**src/hdl/hws_pkg.sv**
```systemverilog
// shared types and constants of the hashed wavelength sampler
package hws_pkg;

   localparam logic [63:0] GOLDEN = 64'h9e3779b97f4a7c15;
   localparam logic [63:0] MIX_C1 = 64'hbf58476d1ce4e5b9;
   localparam logic [63:0] MIX_C2 = 64'h94d049bb133111eb;

   localparam int WL_W   = 24;
   localparam int U_W    = 53;
   localparam int QUO_W  = 26;
   localparam int DEN_W  = 78;
   localparam int DVSR_W = 79;
   localparam int REM_W  = 104;

   localparam logic [1:0] REG_RESOLVE_ENABLE = 2'd0;
   localparam logic [1:0] REG_HASH_SEED      = 2'd1;
   localparam logic [1:0] REG_MIN_WAVELENGTH = 2'd2;
   localparam logic [1:0] REG_MAX_WAVELENGTH = 2'd3;

   typedef struct packed {
      logic [23:0] raw_wavelength;
      logic [29:0] event_number;
      logic [15:0] array_number;
      logic [15:0] telescope_number;
      logic [30:0] bunch_index;
   } req_type;

   typedef struct packed {
      logic [23:0] wavelength;
      logic        was_resolved;
      logic        is_emitter;
   } rsp_type;

   typedef struct packed {
      logic [23:0] raw;
      logic        emitter;
      logic        resolve;
   } tag_type;

   typedef struct packed {
      req_type     item;
      tag_type     tag;
      logic [63:0] seed;
   } fold_type;

   typedef struct packed {
      tag_type           tag;
      logic [REM_W-1:0]  rem;
      logic [DVSR_W-1:0] dvsr;
      logic [QUO_W-1:0]  quo;
      logic              den_zero;
   } div_type;

endpackage

```
**src/hdl/hws_fold_cell.sv**
```systemverilog
// one hash-combine step of the seed chain
module hws_fold_cell #(
   parameter int STEP = 0
) (
   input  logic              clock,
   input  logic              reset,
   input  logic              in_vld,
   input  hws_pkg::fold_type in_data,
   output logic              in_rdy,
   output logic              out_vld,
   output hws_pkg::fold_type out_data,
   input  logic              out_rdy
);
   import hws_pkg::*;

   logic [63:0] v;
   fold_type    data_in;
   fold_type    data_ff;
   logic        vld_ff;

   always_comb begin
      unique case (STEP)
         0: v = 64'(in_data.item.event_number) + 64'd1000003;
         1: v = 64'(in_data.item.array_number) + 64'd100003;
         2: v = 64'(in_data.item.telescope_number) + 64'd10007;
         3: v = 64'(in_data.item.bunch_index) + 64'd1;
         default: v = 64'd1;
      endcase
      data_in = in_data;
      data_in.seed = in_data.seed ^
         (v + GOLDEN + (in_data.seed << 6) + (in_data.seed >> 2));
   end

   assign in_rdy = ~vld_ff | out_rdy;

   always_ff @(posedge clock) begin
      if (reset) begin
         vld_ff <= 1'b0;
      end else if (in_rdy) begin
         vld_ff <= in_vld;
      end
      if (in_rdy) begin
         data_ff <= data_in;
      end
   end

   assign out_vld  = vld_ff;
   assign out_data = data_ff;
endmodule

```
**config.mk**
```make
export PLATFORM = sky130hd
export DESIGN_NAME = hws_fold_cell
export DESIGN_NICKNAME = d
export VERILOG_FILES = /design/src/hdl/hws_pkg.sv /design/src/hdl/hws_fold_cell.sv
export SDC_FILE = /design/constraint.sdc
export NUM_CORES = 1
export LEC_CHECK = 0
export BUFFER_PORTS_ARGS = -buffer_cell sky130_fd_sc_hd__buf_2
export CAP_MARGIN = 0
export CORE_AREA = 2 2 163 165
export DETAILED_ROUTE_END_ITERATION = 8
export DIE_AREA = 0 0 165 167
export GPL_ROUTABILITY_DRIVEN = 0
export PLACE_DENSITY = 0.81
export SKIP_CTS_REPAIR_TIMING = 1
export SYNTH_ARGS = -nofsm -noshare
export SYNTH_HDL_FRONTEND = slang
export SYNTH_SLANG_ARGS = --single-unit
```
**constraint.sdc**
```tcl
create_clock -name clock -period 9.4 [get_ports clock]
set_input_delay 1.41 -clock clock [delete_from_list [all_inputs] [get_ports clock]]
set_output_delay 1.41 -clock clock [all_outputs]
set_load 0.02 [all_outputs]
```
==> summary.md <==
| Metric | Value |
|---|---|
| Drt via density | 5.40 |
| Post-synth top area cell | edfxtp_1 |
| Critical path endpoint category | flop |
| Slew Viols, Final | 0 |
| Multi-input logic area | roughly 5700 µm² |
| Switching Power | ~1300 µW |
| CP arrival | ~5.5 ns |
| Nets | ~1900 |
| Sequential-to-total area share from yosys stat | 49.2% |
| I/O Pins | 420 |
| Setup ws final | approximately 4.2 ns |
| Initial core utilization | roughly 49% |
| Final Setup Violations | 0 |
| Drt total wl | 37100 µm |
| Synth Flop Type | edfxtp_1 |
| GRT overflow | 0 |
| Antenna violations before repair | 5 |
| Commonest cells post-synth | 207 x edfxtp_1, 188 x inv_1, 161 x ha_1, 92 x xnor2_1, 82 x a21oi_1 |
| Antenna-violating nets left | 0 |
| Syn Inst Count | 1090 |
| Layout cell share with drive strength beyond 1 | between 30% and 40% |
| Static Leak | roughly 0.0077 µW |
| Min-delay worst type | input pin to flop |
| Die Y | 167 µm |
| Pre-CTS WS | between 3 and 4 ns |
| Clk_skew | between 0.006 and 0.007 ns |
| Sw frac | between 30% and 40% |
| Slowest cell on crit path | a2111oi_0 |
| Synth top area share | between 40% and 50% |
| Post-route clock period utilization | approximately 56% |
| Seq pwr share | a little over a third |
| DRC | 0 |
| Status | finished, final reports clean |
| Most frequent CP cell | o31ai_1 |
| Critical path peak fanout | 5 |
| Skew-Pair Late Insertion Delay | roughly 0.52 ns |
| Fin Setup TNS | 0 ns |
| CTS root buf | clkbuf_16 |
| CTS tree | yes |
| Number of iterations in the first detailed-routing pass | 6 |
| GRT Util Overall | 26.0% |
| Cell area after synthesis | around 13000 µm² |
| TritonCTS buffer count | 24 |
| Setup repair after global routing missed its margin | false |
| Startpoint Class | input pin |
| Int Power | 2280 µW |
| Number of global-route vias before repair | between 9000 and 10000 |
| Most common cell in the netlist | edfxtp_1 |
| Drt wl/cell | slightly below 20 µm |
| Fmax | 191 MHz |
| # rows | around 60 |
| Seq cells post-synth | 208 |
| DP HPWL | a little over 30000 µm |
| H-Tree Depth | 1 |
| Buf+Inv Stages, Crit Path | 3 |
| Core box area | 25800 µm² |
| DR iter-0 viols | a little under 1000 |
| Via count | between 10000 and 15000 |
| Crit path max-delay family | compound AO/OA/AOI/OAI gates |
| Worst-Margin Slew | about 1.1 ns |
| Area growth syn-to-layout | 25.5% |
| Reg area | 6240 µm² |
| Clock power share | 24.4% |
| Port bufs | about 420 |
| Setup CP Type | input pin to flop |
| Max-slew headroom | roughly 29% |
| First-pass GRT wire length | around 55000 µm |
| Clock Tree Buf Depth | 3 |
| Crit path largest cell delay | 0.58 ns |
| Final Hold Viols | 0 |
| Die ar. | 27600 µm² |
| FFs w/ async S/R, synth | 0% |
| Yosys cell types | ~50 |
| Filler instances | 2073 |
| Critical path required time | just under 10 ns |
| Synth area leaders | edfxtp_1 49%, ha_1 16%, xnor2_1 6.4% |
| Synth Area per Inst | between 10 and 15 µm² |
| VDD IR max | 164 µV |
| MaxCap Viol Count | 0 |
| Yosys warnings | 0 |
| Die X-Extent | roughly 170 µm |
| P per Cell Area | about 230 nW/µm² |
| Comb power frac | a little under 40% |
| Clock-pin slew on the worst setup and hold paths | approximately 0.060 ns |
| Clock sinks | around 210 |
| Pin count of the biggest net entering global routing | between 80 and 90 |
| Final Critical Period | between 5 and 6 ns |
| Mapped Nets | approximately 1500 |
| EDFF count, synth | 207 |
| Cells along the critical path | buf_2 -> inv_1 -> fa_1 -> inv_1 -> fa_1 -> ha_1 -> a21oi_1 -> o21bai_1 -> o31ai_1 -> a311oi_1 -> nor3_1 -> o31ai_1 -> a2111oi_0 -> o31ai_1 -> xnor2_1 |
## final cells by class
class | instances | area share, %
antenna | 2 | 0.0315
clock buffer | 27 | 3.85
clock inverter | 16 | 0.842
inverter | 188 | 4.44
multi-input combinational | 678 | 35.7
sequential | 208 | 39.2
tap | 335 | 2.64
timing repair buffer | 421 | 13.3
## sequential cells by signal (all words and copies together), names as in the netlist
register and count:
out_data 207, out_vld 1
## cell usage in the layout (no fill, tap or decap), drive strengths merged, types with 3 or more instances in the layout
| cell type | instances |
|---|---|
| buf | 421 |
| edfxtp | 207 |
| inv | 190 |
| ha | 161 |
| xnor2 | 92 |
| a21oi | 82 |
| nand2 | 55 |
| nor2 | 37 |
| o21ai | 34 |
| xor2 | 32 |
| clkbuf | 27 |
| fa | 25 |
| a21o | 24 |
| nand4 | 15 |
| nand3 | 13 |
| o21bai | 12 |
| clkinv | 11 |
| and4 | 9 |
| a31oi | 9 |
| o21a | 8 |
| or2 | 6 |
| o31ai | 6 |
| nor2b | 5 |
| nor3 | 5 |
| and2 | 5 |
| nand2b | 5 |
| o2111ai | 4 |
| a211o | 3 |
| or3 | 3 |
| and3 | 3 |
| nor4 | 3 |
| a31o | 3 |
## stage by stage
stage | hold WS [ns] | utilization [%] | total power (µW) | cells | cell area [µm²]
global placement | 1.08 | 58.8 | 2690 | 1830 | 15200
detailed placement | 1.13 | 58.8 | 2730 | 1830 | 15200
global route | 1.02 | 61.7 | 3800 | 1875 | 15900
floorplan | 1.48 | - | 2270 | 1090 | 12700
finish | 1.05 | 61.7 | 3610 | 1875 | 15900
CTS | 1.03 | 61.7 | 3620 | 1873 | 15900
## cells by family after synthesis
family	after synthesis	synth area share (%)
AOI/OAI and AO/OA	203	9.90
xor gates and xnor gates	124	8.57
adders and majority gates	186	19.8
buffers and inverters	204	6.06
DFF	208	49.2
muxes	1	0.0790
and+or+nand+nor	164	6.37
## final timing paths
check,slack [ns],cells after the start,endpoint,from
setup / recovery,4.16,15,out_data[62],in_data[2]
hold / removal,1.05,2,out_vld,reset
setup reg to reg,7.11,2,out_data[17],out_vld
hold reg to reg,1.12,2,out_vld,out_vld
## power by group through the flow
stage / Sequential, µW / Combinational [µW] / Clock (µW)
floorplan: 1560 / 710 / 0
global route: 1320 / 1540 / 943
detailed placement: 1330 / 1400 / 0
CTS: 1310 / 1410 / 900
global placement: 1320 / 1370 / 0
finish: 1310 / 1420 / 882
## routing by layer
layer	GRT usage [%]	vias up	part of all wire (%)
met5	0	-	0.11
met4	10.9	6	4.8
met3	4.43	110	8.8
met2	43.0	530	47
met1	33.7	4787	40
li1	-	4694	-
Power figures use the tool's default switching activity.
